### src/rtl/core/wvosc_pkg.sv
// ----------------------------------------------------------------------------
// wvosc_pkg
// Shared types, codes and constants for the wavetable oscillator bank.
// ----------------------------------------------------------------------------
package wvosc_pkg;

    localparam int TABLE_LENGTH_DEF  = 2048;
    localparam int CHANNEL_COUNT_DEF = 8;
    localparam int BAND_COUNT_DEF    = 4;

    localparam int PHASE_FRAC = 16;
    localparam int CFG_IW     = 3;
    localparam int CFG_DW     = 32;

    localparam logic [31:0] STEP_PER_HZ_RESET = 32'd715828;
    localparam logic [22:0] AMP_SCALE_RESET   = 23'd8388607;

    localparam logic [40:0] BAND_EDGE_0 = 41'(440) << 23;
    localparam logic [40:0] BAND_EDGE_1 = 41'(880) << 23;
    localparam logic [40:0] BAND_EDGE_2 = 41'(1760) << 23;

    localparam logic [56:0] TRUNC_BIAS = (57'(1) << 30) - 57'(1);
    localparam logic [23:0] SAMPLE_MAX = 24'h7fffff;
    localparam logic [23:0] SAMPLE_MIN = 24'h800000;

    localparam logic OP_WRITE  = 1'b0;
    localparam logic OP_SAMPLE = 1'b1;

    typedef enum logic [CFG_IW-1:0] {
        CFG_DETUNE = 3'd0,
        CFG_WAVE1  = 3'd1,
        CFG_WAVE2  = 3'd2,
        CFG_STEP   = 3'd3,
        CFG_AMP    = 3'd4
    } t_cfg_idx;

    typedef enum logic [1:0] {
        SHAPE_SAW     = 2'd0,
        SHAPE_SQUARE  = 2'd1,
        SHAPE_TRI     = 2'd2,
        SHAPE_SAW_ALT = 2'd3
    } t_shape;

    typedef enum logic [3:0] {
        S_IDLE,
        S_MUL,
        S_BAND,
        S_RD0,
        S_RD1,
        S_RD2,
        S_RD3,
        S_V2,
        S_I2,
        S_G2,
        S_ACC,
        S_SCALE,
        S_SAT,
        S_LEFT,
        S_RIGHT
    } t_state;

    typedef struct packed {
        logic               op;
        logic [2:0]         channel;
        logic [23:0]        frequency;
        logic [15:0]        gain;
        logic [3:0]         table_select;
        logic [10:0]        table_address;
        logic signed [15:0] table_word;
    } t_in_word;

    typedef struct packed {
        logic [2:0]         out_channel;
        logic               side;
        logic signed [23:0] sample;
        logic               last;
    } t_out_word;

    typedef struct packed {
        logic tbl_wr;
        logic load;
        logic mul;
        logic band;
        logic phase_wr;
        logic rd_en;
        logic rd_voice;
        logic rd_next;
        logic cap_v1;
        logic cap_v2;
        logic interp;
        logic gain;
        logic acc_first;
        logic acc_add;
        logic scale;
        logic finish;
    } t_dp_cmd;

    typedef struct packed {
        logic is_write;
        logic is_sample;
    } t_dp_status;

endpackage

### src/rtl/core/wvosc_ctrl.sv
// ----------------------------------------------------------------------------
// wvosc_ctrl
// Sequencer for the oscillator datapath: accepts words, steps one sample
// through detune, band choice, table reads, interpolation and scaling, and
// presents the left and right output words.
// ----------------------------------------------------------------------------
module wvosc_ctrl
    import wvosc_pkg::*;
(
    input  logic       i_clk,
    input  logic       i_rst_n,
    input  logic       i_in_valid,
    output logic       o_in_stall,
    input  t_dp_status i_status,
    output t_dp_cmd    o_cmd,
    output logic       o_out_valid,
    output logic       o_out_side,
    input  logic       i_out_stall
);

    t_state r_state;
    t_state n_state;

    always_ff @(posedge i_clk) begin
        if (!i_rst_n) begin
            r_state <= S_IDLE;
        end else begin
            r_state <= n_state;
        end
    end

    always_comb begin
        n_state = r_state;
        o_cmd   = '0;
        case (r_state)
            S_IDLE: begin
                if (i_in_valid) begin
                    if (i_status.is_write) begin
                        o_cmd.tbl_wr = 1'b1;
                    end else if (i_status.is_sample) begin
                        o_cmd.load = 1'b1;
                        n_state    = S_MUL;
                    end
                end
            end
            S_MUL: begin
                o_cmd.mul = 1'b1;
                n_state   = S_BAND;
            end
            S_BAND: begin
                o_cmd.band     = 1'b1;
                o_cmd.phase_wr = 1'b1;
                n_state        = S_RD0;
            end
            S_RD0: begin
                o_cmd.rd_en = 1'b1;
                n_state     = S_RD1;
            end
            S_RD1: begin
                o_cmd.rd_en   = 1'b1;
                o_cmd.rd_next = 1'b1;
                o_cmd.cap_v1  = 1'b1;
                n_state       = S_RD2;
            end
            S_RD2: begin
                o_cmd.rd_en    = 1'b1;
                o_cmd.rd_voice = 1'b1;
                o_cmd.cap_v2   = 1'b1;
                n_state        = S_RD3;
            end
            S_RD3: begin
                o_cmd.rd_en    = 1'b1;
                o_cmd.rd_voice = 1'b1;
                o_cmd.rd_next  = 1'b1;
                o_cmd.cap_v1   = 1'b1;
                o_cmd.interp   = 1'b1;
                n_state        = S_V2;
            end
            S_V2: begin
                o_cmd.cap_v2 = 1'b1;
                o_cmd.gain   = 1'b1;
                n_state      = S_I2;
            end
            S_I2: begin
                o_cmd.interp    = 1'b1;
                o_cmd.acc_first = 1'b1;
                n_state         = S_G2;
            end
            S_G2: begin
                o_cmd.gain = 1'b1;
                n_state    = S_ACC;
            end
            S_ACC: begin
                o_cmd.acc_add = 1'b1;
                n_state       = S_SCALE;
            end
            S_SCALE: begin
                o_cmd.scale = 1'b1;
                n_state     = S_SAT;
            end
            S_SAT: begin
                o_cmd.finish = 1'b1;
                n_state      = S_LEFT;
            end
            S_LEFT: begin
                if (!i_out_stall) begin
                    n_state = S_RIGHT;
                end
            end
            S_RIGHT: begin
                if (!i_out_stall) begin
                    n_state = S_IDLE;
                end
            end
            default: begin
                n_state = S_IDLE;
            end
        endcase
    end

    assign o_in_stall  = (r_state != S_IDLE);
    assign o_out_valid = (r_state == S_LEFT) || (r_state == S_RIGHT);
    assign o_out_side  = (r_state == S_RIGHT);

endmodule

### config.mk
export PLATFORM = sky130hd
export DESIGN_NAME = wvosc_ctrl
export DESIGN_NICKNAME = d
export VERILOG_FILES = /design/src/rtl/core/wvosc_pkg.sv /design/src/rtl/core/wvosc_ctrl.sv
export SDC_FILE = /design/constraint.sdc
export NUM_CORES = 1
export LEC_CHECK = 0
export BUFFER_PORTS_ARGS = -buffer_cell sky130_fd_sc_hd__buf_2
export CAP_MARGIN = 20
export CELL_PAD_IN_SITES_DETAIL_PLACEMENT = 1
export CELL_PAD_IN_SITES_GLOBAL_PLACEMENT = 2
export CORE_UTILIZATION = 19
export DETAILED_ROUTE_END_ITERATION = 8
export PLACE_DENSITY = 0.82
export REMOVE_ABC_BUFFERS = 1
export SYNTH_ARGS = -nofsm -noshare
export SYNTH_HDL_FRONTEND = slang
export SYNTH_SLANG_ARGS = --single-unit
### constraint.sdc
create_clock -name i_clk -period 1.18 [get_ports i_clk]
set_clock_uncertainty 0.05 [all_clocks]
set_input_delay 0.177 -clock i_clk [delete_from_list [all_inputs] [get_ports i_clk]]
set_output_delay 0.177 -clock i_clk [all_outputs]
set_load 0.01 [all_outputs]
==> Word-level counts from Yosys, hierarchy flattened <==
Cells that the tools add are included.
{ "totals": {"regBits": 4, "in_bits": 6, "output_inout_bits": 19, "word_cells": 53} }
{ "op_classes": {"eq_ne": 19, "mux": 23, "reduce_logical": 10} }
{ "ops": {"columns": ["cell", "count"], "rows": [
  ["$pmux 4 s15", 1],
  ["$eq 4x4->1 const B", 7],
  ["$mux 4", 5],
  ["$eq 4x3->1 const B", 4],
  ["$mux 1", 13],
  ["$ne 2x2->1 const B", 5],
  ["$reduce_or 2->1", 5],
  ["$eq 4x2->1 const B", 2],
  ["$mux 2", 4],
  ["$reduce_and 5->1", 1],
  ["$eq 4x1->1 const B", 1],
  ["$logic_not 4->1", 1],
  ["$reduce_bool 4->1", 1],
  ["$reduce_or 4->1", 1],
  ["$logic_or 1x1->1", 1]
]} }

==> Logic depth before layout (Yosys ltp) <==
Gate-level depths: netlist of the first run.
{ "logic_depth": {"word_depth": 4, "ltp_mapped": 5, "ltp_nobuf": 4} }

==> Least setup slack after synthesis of the first run <==
No wires, ideal clock.
{ "synth_timing": {"path_type": "register to output", "start": "register r_state[1]", "end": "output o_cmd[12] (netlist name)", "arrival_time_ns": 1.320, "path_slack_ns": -0.367, "path_stages_with_launch": 5, "n_path_buf": 2, "cell_sequence": "dfxtp_1 buf_6 nor2b_1 nor3b_1 buf_4"} }
{ "synth_rtl": {"columns": ["element", "line", "rtl"], "rows": [
  ["start: declaration", "wvosc_ctrl.sv:21", "t_state r_state;"],
  ["start signal: assignment", "wvosc_ctrl.sv:28", "r_state <= n_state;"],
  ["end: declaration", "wvosc_ctrl.sv:15", "output t_dp_cmd o_cmd,"]
]} }

==> reports/qor.yml, run 1 <==
yosys_register_bits: 4
hold_violations: 0
clk_pin_slew_ns: 0.05
htree_levels: 1
switching_share_pct: 39.42
drc: 0
pwr-share-comb_pct: 72.1
finalCritPeriodShare_pct: 125.7
path_cells: "nor4_4, and3_1, buf_2"
fin_setup_tns_ns: -5.126
start_util_pct: 20.34
antenna_found_initial: 0
syn_avg_cell_area_um2: 7.326
p_switching_mw: 0.6111
ir_drop_mv: 0.6329
synth-main-ff-cell: "dfxtp_1"
fin_ws_ns: -0.3033
grt_pass1_wl_mm: 2.870
yosysWarnings: 0
critPathKind: "reg -> out"
async_flop_share_pct: 0
final-max-slew-violation-count: 0
hold_class: "in -> reg"
regArea_um2: 95.09
gr-usage-all-layers_pct: 15.78
tightest_slew_ns: 0.2732
first_global_vias: 614
critPathArrivalTime_ns: 1.26
synth_seq_area_share_pct: 17.63
grt_max_degree: 9
power.share.clock_pct: 11.9
root_buffer: "clkbuf_4"
cp-start-kind: "flip-flop"
min_period_ns: 1.483
dr.pass1.iters: 4
die_width_um: 50.89
synth_cells: 62
rsz0062_at_grt: "yes"
status: "finished, violations left"
p_per_area_nw_per_um2: 1576
yosysUniqueCellTypes: 28
internal-power_mw: 0.9390
slowest_stage: "dfxtp_4"
pin_count: 25
hold_buffers: 0
place.gp.congestion: 0.7594
hpwl_mm: 1.076
vias_per_cell: 4.430
crit_start: "r_state[1]"
cts_buffers: 3
slew_headroom_pct: 81.65
multi_input_area_um2: 435.4
nets: 115
antenna_left: 0
cap_violations: 0
violations: "setup timing"
diodes: 0
largest_reg_flops: 4
clock_latency_ns: 0.25
setup_viol: 23
p_seq_share_pct: 15.9
final_util_pct: 44.03
largestRegisters: "r_state (4)"
core_um2: 2233
worst_setup_path_end_kind: "output port"
cts.path.max_buffers: 2
drtIter0Drc: 6
wl_per_cell_um: 13.68
fp.dieArea_um2: 2590
critPathTopFamily: "simple AND/OR/NAND/NOR gates"
synth_edf_count: 0
p_leak_nw: 0.4765
worst-path-buf-inv: 1
rows: 17
critPathRequiredTime_ns: 0.95
reg2reg_from: "r_state[1]"
cts_tree: "yes"
vias: 598
clock-sinks: 4
die_h_um: 50.89
max_stage_delay_ns: 0.36
largest_register: "r_state"
min-delay-start: "i_rst_n"
overflow: 0
critPathMaxFanout: 7
port-buffer-count: 24
timing.fmax_mhz: 674.2
area_growth_pct: 116.5
syn-cell-area_um2: 454.2
r2r_slack_ns: -0.24
drive_gt1_share_pct: 76.64
wl_mm: 1.847
fill_cells: 266
[layout make-up]
class / count / share of cell area [%]
inverter: 1 / 0.3817
multi-input combinational: 49 / 44.27
timing repair buffer: 50 / 39.82
clock buffer: 3 / 2.290
sequential: 4 / 9.669
tap: 28 / 3.562
[cell families (layout without fill, tap and decap cells)]
group | after synthesis | in the layout | synth area share [%]
and+or+nand+nor | 39 | 39 | 49.59
xor gates and xnor gates | 1 | 1 | 3.582
DFF | 4 | 4 | 17.63
AOI/OAI and AO/OA | 8 | 8 | 13.77
buffers and inverters | 9 | 54 | 13.22
muxes | 1 | 1 | 2.204
[Yosys cell counts (2+ instances only)]
library cell | instances | area, um^2
nand2_1 | 10 | 37.54
nor2_1 | 7 | 26.28
dfxtp_1 | 4 | 80.08
nor2b_1 | 4 | 25.02
a21oi_1 | 3 | 15.01
buf_2 | 3 | 15.01
nor3_1 | 3 | 15.01
buf_4 | 2 | 15.01
buf_6 | 2 | 22.52
nand2b_1 | 2 | 12.51
nand3b_1 | 2 | 15.01
nand4b_1 | 2 | 17.52
nor3b_1 | 2 | 15.01
o21ai_0 | 2 | 10.01
[tightest hold or removal path, delay by kind of cell]
family	cells	cell delay (ns)
simple gates	1	0.07
buf+inv	1	0.14
compound gates	1	0.03
[power by group through the flow]
stage / clock network, mW / registers, mW / logic [mW]
global placement: 0 / 0.218 / 0.661
finish: 0.185 / 0.247 / 1.12
CTS: 0.185 / 0.273 / 0.941
detailed placement: 0 / 0.222 / 0.668
global route: 0.205 / 0.257 / 1.19
floorplan: 0 / 0.264 / 0.340
[layer usage]
metal / GRT usage [%] / vias to the layer above / routed length, um
li1: - / 296 / -
met1: 18.60 / 283 / 786
met2: 25.11 / 15 / 951
met3: 3.571 / 4 / 55
met4: 11.11 / 0 / 53
met5: 0 / - / 0
[path summary, 6_finish.rpt]
path                              endpoint  depth (start not counted)
worst max register to register  r_state[0]                          5
worst min register to register  r_state[2]                          3
worst min-delay path            r_state[2]                          3
worst max-delay path             o_cmd[15]                          3
[cell usage in the layout, fill, tap and decap left out, types with 2 or more instances in the layout]
master | Yosys | layout
nand2_1 | 10 | 5
buf_2 | 3 | 21
buf_6 | 2 | 15
nor3_2 | 0 | 3
nor2_4 | 0 | 3
nand4b_1 | 2 | 2
nand2_2 | 0 | 3
nor2_2 | 1 | 2
nand2b_4 | 0 | 2
nand2_4 | 0 | 2
nand3b_1 | 2 | 2
dfxtp_4 | 0 | 4
nor2_1 | 7 | 3
nor3b_2 | 0 | 2
a21oi_2 | 0 | 2
clkbuf_4 | 0 | 3
nor2b_1 | 4 | 3
buf_4 | 2 | 13
[through the flow]
stage / cells / hold slack, ns / setup slack (ns) / area, um^2 / total power, mW
finish: 135 / 0.1504 / -0.3033 / 983.4 / 1.550
global route: 135 / 0.1516 / -0.3734 / 983.4 / 1.650
CTS: 131 / 0.1397 / -0.3225 / 914.6 / 1.399
detailed placement: 120 / 0.4099 / -0.1674 / 670.6 / 0.8902
global placement: 120 / 0.4050 / -0.1521 / 670.6 / 0.8797
floorplan: 54 / 0.2431 / -0.3514 / 397.9 / 0.6041
[repair_timing]
action / 4_1_cts / 5_1_grt
resized for setup: 44 / 10
endpoints found under the setup margin: 23 / 23
gates cloned: 0 / 0
buffers inserted: 9 / 5
pin swaps: 12 / 8
Power figures use the tool's default switching activity.
==> inputs of run 2 (changes only) <==
==> config.mk (replaced) <==
export PLATFORM = sky130hd
export DESIGN_NAME = wvosc_ctrl
export DESIGN_NICKNAME = d
export VERILOG_FILES = /design/src/rtl/core/wvosc_pkg.sv /design/src/rtl/core/wvosc_ctrl.sv
export SDC_FILE = /design/constraint.sdc
export NUM_CORES = 1
export LEC_CHECK = 0
export CAP_MARGIN = 20
export CELL_PAD_IN_SITES_DETAIL_PLACEMENT = 1
export CELL_PAD_IN_SITES_GLOBAL_PLACEMENT = 2
export CORE_UTILIZATION = 26
export DETAILED_ROUTE_END_ITERATION = 8
export DONT_BUFFER_PORTS = 1
export PLACE_DENSITY = 0.79
export REMOVE_ABC_BUFFERS = 1
export SETUP_SLACK_MARGIN = 0.1
export SYNTH_ARGS = -nofsm -noshare
export SYNTH_HDL_FRONTEND = slang
export SYNTH_SLANG_ARGS = --single-unit
==> constraint.sdc (replaced) <==
create_clock -name i_clk -period 1.18 [get_ports i_clk]
set_clock_uncertainty 0.05 [all_clocks]
set_input_delay 0.236 -clock i_clk [delete_from_list [all_inputs] [get_ports i_clk]]
set_output_delay 0.236 -clock i_clk [all_outputs]
set_load 0.01 [all_outputs]
==> reports/qor.yml, run 2 (same netlist as run 1, synthesis figures left out) <==
ir_drop_mv: 1.097  # +73%
critPathMaxFanout: 5  # -2
clock_latency_ns: 0.25  # about the same
drtIter0Drc: 20  # +14
regArea_um2: 95.09  # unchanged
nets: 102  # -11%
setup_viol: 23  # unchanged
critPathArrivalTime_ns: 1.25  # about the same
p_leak_nw: 0.3994  # -16%
start_util_pct: 28.81  # +8.5 points
rows: 14  # -3
hold_violations: 0  # unchanged
status: "finished, violations left"
vias: 594  # -0.67%
multi_input_area_um2: 462.9  # +6.3%
rsz0062_at_grt: "yes"
cts_tree: "yes"
grt_max_degree: 9  # unchanged
slew_headroom_pct: 81.67  # about the same
fill_cells: 179  # -33%
largest_register: "r_state"
fp.dieArea_um2: 1918  # -26%
fin_cells: 110  # -19%
critPathKind: "reg -> out"
wl_mm: 2.005  # +8.6%
final-max-slew-violation-count: 0  # unchanged
cts.path.max_buffers: 2  # unchanged
place.gp.congestion: 0.6973  # -8.2%
first_global_vias: 613  # -0.16%
hold_buffers: 0  # unchanged
slowest_stage: "dfxtp_4"
critPathRequiredTime_ns: 0.89  # -0.06 ns
min_period_ns: 1.538  # +0.05497 ns
p_per_area_nw_per_um2: 1697  # +7.7%
path_cells: "buf_6, nor2b_4, nor3b_2, buf_4"
gr-usage-all-layers_pct: 22.05  # +6.3 points
largest_reg_flops: 4  # unchanged
hold_class: "in -> reg"
die_width_um: 43.80  # -14%
dr.pass1.iters: 6  # +2
finalCritPeriodShare_pct: 130.4  # +4.7 points
fin_ws_ns: -0.3583  # -0.05497 ns
drive_gt1_share_pct: 79.79  # +3.2 points
antenna_found_initial: 0  # unchanged
tightest_slew_ns: 0.2729  # -0.0002614 ns
largestRegisters: "r_state (4)"
dpl.cell_count: 91  # -24%
core_um2: 1577  # -29%
hpwl_um: 966.2  # -10%
final_common_cell: "buf_4"
wl_per_cell_um: 18.23  # +33%
reg2reg_from: "r_state[2]"
mostFrequentLayoutCells: "buf_4 (19), buf_6 (17), nand2_1 (7), nor2_4 (6), dfxtp_4 (4)"
overflow: 0  # unchanged
clk_pin_slew_ns: 0.04  # about the same
cap_violations: 0  # unchanged
diodes: 0  # unchanged
root_buffer: "clkbuf_4"
clock-sinks: 4  # unchanged
cts_buffers: 3  # unchanged
die_h_um: 43.80  # -14%
drc: 5  # +5
port-buffer-count: 0  # -100%
cp-start-kind: "flip-flop"
grt_pass1_wl_mm: 3.036  # +5.8%
min-delay-start: "i_rst_n"
place_ws_ns: -0.3052  # -0.1379 ns
violations: "DRC, setup timing"
pin_count: 25  # unchanged
area_growth_pct: 109.9
crit_start: "r_state[1]"
vias_per_cell: 5.400  # +22%
htree_levels: 1  # unchanged
antenna_left: 0  # unchanged
max_stage_delay_ns: 0.37  # about the same
worst_setup_path_end_kind: "output port"
timing.fmax_mhz: 650.1  # -3.6%
run 2: cell types whose count changed in the layout (fill, tap and decap cells not counted), moves of 3 or more:
cell / previous run / this run
buf_4: 13 / 19
nor2_4: 3 / 6
buf_2: 21 / 0
nor2_1: 3 / 0
run 2: stage by stage:
step | utilization, % | hold WS, ns | instance area, um^2 | power (mW) | TNS (ns)
after floorplan | - | 0.3021 | 397.9 | 0.6041 | -3.216
after global placement | 36.51 | 0.3118 | 575.6 | 0.8554 | -3.332
after detailed placement | 36.51 | 0.3141 | 575.6 | 0.8767 | -4.115
after CTS | 54.68 | 0.05827 | 862.1 | 1.480 | -5.448
after global routing | 60.48 | 0.04563 | 953.4 | 1.706 | -6.599
final | 60.48 | 0.05128 | 953.4 | 1.618 | -5.631
run 2: area by class of cell:
cell class / count / share of cell area, %
multi-input cells: 49 / 48.56
clock buffers: 3 / 2.362
well taps: 16 / 2.100
inverters: 1 / 0.3937
flip-flops and latches: 4 / 9.974
repair buffers: 37 / 36.61
run 2: path summary, 6_finish.rpt:
| path | end | slack (ns) | depth (start not counted) |
|---|---|---|---|
| worst max register to register | r_state[0] | -0.17 | 4 |
| worst max-delay path | o_cmd[12] | -0.36 | 4 |
| worst min-delay path | r_state[2] | 0.05 | 2 |
| worst min register to register | r_state[2] | 0.61 | 2 |
run 2: repair_timing:
item                                   in CTS  in global routing
cloned                                      0                  0
endpoints found under the hold margin       0                  0
pin swaps                                  15                 11
buffers inserted                           12                  5
setup endpoints to repair                  23                 23
gates resized for setup                    51                 18
run 2: critical path: cells and delay by family (launching register included):
kind,cells,cell delay (ns)
buf+inv,2,0.29
simple gates,2,0.35
flops,1,0.37
run 2: power by group:
| group | switching [mW] | internal [mW] |
|---|---|---|
| logic | 0.499 | 0.680 |
| registers | 0.0783 | 0.177 |
| clock network | 0.0686 | 0.115 |
| total | 0.646 | 0.972 |
run 2: routing by layer:
metal,up-vias,global-route usage [%],share of wire (%)
li1,273,-,-
met1,292,25.75,40
met2,29,39.10,53
met3,0,5.833,6.0
met4,0,6.250,0
met5,-,0,0
==> inputs of run 3 (changes only) <==
--- a/config.mk
+++ b/config.mk
@@ -8,10 +8,10 @@
 export CAP_MARGIN = 20
 export CELL_PAD_IN_SITES_DETAIL_PLACEMENT = 1
 export CELL_PAD_IN_SITES_GLOBAL_PLACEMENT = 2
-export CORE_UTILIZATION = 26
+export CORE_UTILIZATION = 29
 export DETAILED_ROUTE_END_ITERATION = 8
 export DONT_BUFFER_PORTS = 1
-export PLACE_DENSITY = 0.79
+export PLACE_DENSITY = 0.82
 export REMOVE_ABC_BUFFERS = 1
 export SETUP_SLACK_MARGIN = 0.1
 export SYNTH_ARGS = -nofsm -noshare
==> constraint.sdc (replaced) <==
create_clock -name i_clk -period 1.5 [get_ports i_clk]
set_clock_uncertainty 0.05 [all_clocks]
set_input_delay 0.3 -clock i_clk [delete_from_list [all_inputs] [get_ports i_clk]]
set_output_delay 0.3 -clock i_clk [all_outputs]
set_load 0.01 [all_outputs]
==> reports/qor.yml, run 3 (same netlist as run 1, synthesis figures left out) <==
status: "finished, violations left"
violations: "setup timing"
switching_share_pct: 41.64  # +1.7 points
largest_register: "r_state"
min_period_ns: 1.575
setup_viol: 10  # -57%
start_util_pct: 32.85  # +4.0 points
root_buffer: "clkbuf_4"
drive_gt1_share_pct: 73.49  # -6.3 points
place.gp.congestion: 0.7642  # +9.6%
vias: 531  # -11%
p_per_area_nw_per_um2: 1304  # -23%
cts_buffers: 3  # unchanged
clk_pin_slew_ns: 0.04  # about the same
power.share.clock_pct: 12.9  # +1.6 points
p_switching_mw: 0.4619  # -29%
die_width_um: 41.58  # -5.1%
area_growth_pct: 87.33
grt_max_degree: 8  # -1
htree_levels: 1  # unchanged
drc: 0  # -5
fin_hold_ws_ns: 0.1348  # +0.08350 ns
worst_setup_path_end_kind: "output port"
hold_class: "in -> reg"
nets: 91  # -11%
hold_buffers: 0  # unchanged
hpwl_um: 915.6  # -5.2%
critPathMaxFanout: 6  # +1
cts_tree: "yes"
slew_headroom_pct: 80.53  # -1.1 points
rsz0062_at_grt: "yes"
die_h_um: 41.58  # -5.1%
final-max-slew-violation-count: 0  # unchanged
vias_per_cell: 5.418  # +0.34%
worst-path-buf-inv: 2  # unchanged
diodes: 0  # unchanged
overflow: 0  # unchanged
critPathRequiredTime_ns: 1.15  # +0.26 ns
port-buffer-count: 0  # unchanged
fp.dieArea_um2: 1728  # -9.9%
largestRegisters: "r_state (4)"
wl_per_cell_um: 18.17  # -0.30%
critPathMostFrequentCell: "buf_4"
p_seq_share_pct: 17.3  # +1.5 points
clock_latency_ns: 0.25  # about the same
critPathKind: "reg -> out"
gr-usage-all-layers_pct: 19.59  # -2.5 points
core_um2: 1383  # -12%
max_stage_delay_ns: 0.38  # about the same
internal-power_mw: 0.6474  # -33%
path_cells: "buf_4, nand2b_4, nor2_1, buf_4"
mostFrequentLayoutCells: "buf_4 (17), buf_6 (9), nand2_1 (8), nor2_4 (4), dfxtp_4 (4)"
grt_pass1_wl_mm: 2.656  # -13%
pin_count: 25  # unchanged
cts.path.max_buffers: 2  # unchanged
dr.pass1.iters: 4  # -2
wl_mm: 1.781  # -11%
antenna_left: 0  # unchanged
hold_violations: 0  # unchanged
first_global_vias: 515  # -16%
fin_setup_tns_ns: -0.4735  # +5.157 ns
antenna_found_initial: 0  # unchanged
tightest_slew_ns: 0.2899  # +0.01701 ns
cp-start-kind: "flip-flop"
timing.fmax_mhz: 634.9
ir_drop_mv: 0.5668  # -48%
critPathTopFamily: "flip-flops"
final_common_cell: "buf_4"
place_ws_ns: 0.05170  # +0.3569 ns
largest_reg_flops: 4  # unchanged
rows: 13  # -1
drtIter0Drc: 5  # -75%
clock-sinks: 4  # unchanged
finalCritPeriodShare_pct: 105.0
critPathArrivalTime_ns: 1.23  # -0.02 ns
slowest_stage: "dfxtp_4"
cap_violations: 0  # unchanged
pwr-share-comb_pct: 69.8  # -3.1 points
p_leak_nw: 0.3215  # -20%
fin_ws_ns: -0.07509  # +0.2832 ns
## run 3: cell count changes in the layout (fill, tap and decap cells not counted), sizes merged
| cell | change |
|---|---|
| buf | -11 |
## run 3: area by class of cell
| type | instances | area (um^2) |
|---|---|---|
| Timing Repair Buffer | 26 | 229.0 |
| Sequential cell | 4 | 95.09 |
| Multi-Input combinational cell | 49 | 481.7 |
| Fill cell | 154 | 531.8 |
| Tap cell | 15 | 18.77 |
| Inverter | 1 | 3.754 |
| Clock buffer | 3 | 22.52 |
## run 3: path summary, 6_finish.rpt
path | start | endpoint | slack [ns] | cells after the start
worst max-delay path | r_state[2] | o_cmd[7] | -0.08 | 4
worst min-delay path | i_rst_n | r_state[2] | 0.13 | 2
worst max register to register | r_state[1] | r_state[0] | 0.09 | 6
worst min register to register | r_state[3] | r_state[3] | 0.65 | 3
## run 3: per-layer routing
metal / vias up / track usage [%] / routed length (um)
li1: 251 / - / -
met1: 265 / 24.60 / 761
met2: 11 / 33.13 / 954
met3: 4 / 5.652 / 45
met4: 0 / 3.871 / 20
met5: - / 0 / 0
## run 3: through the flow
step                utilization [%]  std cells  area (um^2)  total power [mW]
floorplan                         -         54        397.9            0.4752
global placement              38.28         84        529.3            0.6545
detailed placement            38.28         84        529.3            0.6711
CTS                           53.76         95        743.2            0.9865
global route                  61.54         98        850.8             1.166
finish                        61.54         98        850.8             1.109
## run 3: timing repair
action	in CTS	in global routing
endpoints found under the setup margin	21	21
pin swaps	11	8
setup buffers	8	3
gates resized for setup	39	15
## run 3: power groups by stage
stage	combinational, mW	sequential, mW	clock [mW]
final	0.774	0.192	0.143
after global routing	0.818	0.194	0.154
after CTS	0.665	0.181	0.140
after detailed placement	0.497	0.174	0
after global placement	0.484	0.171	0
after floorplan	0.268	0.208	0
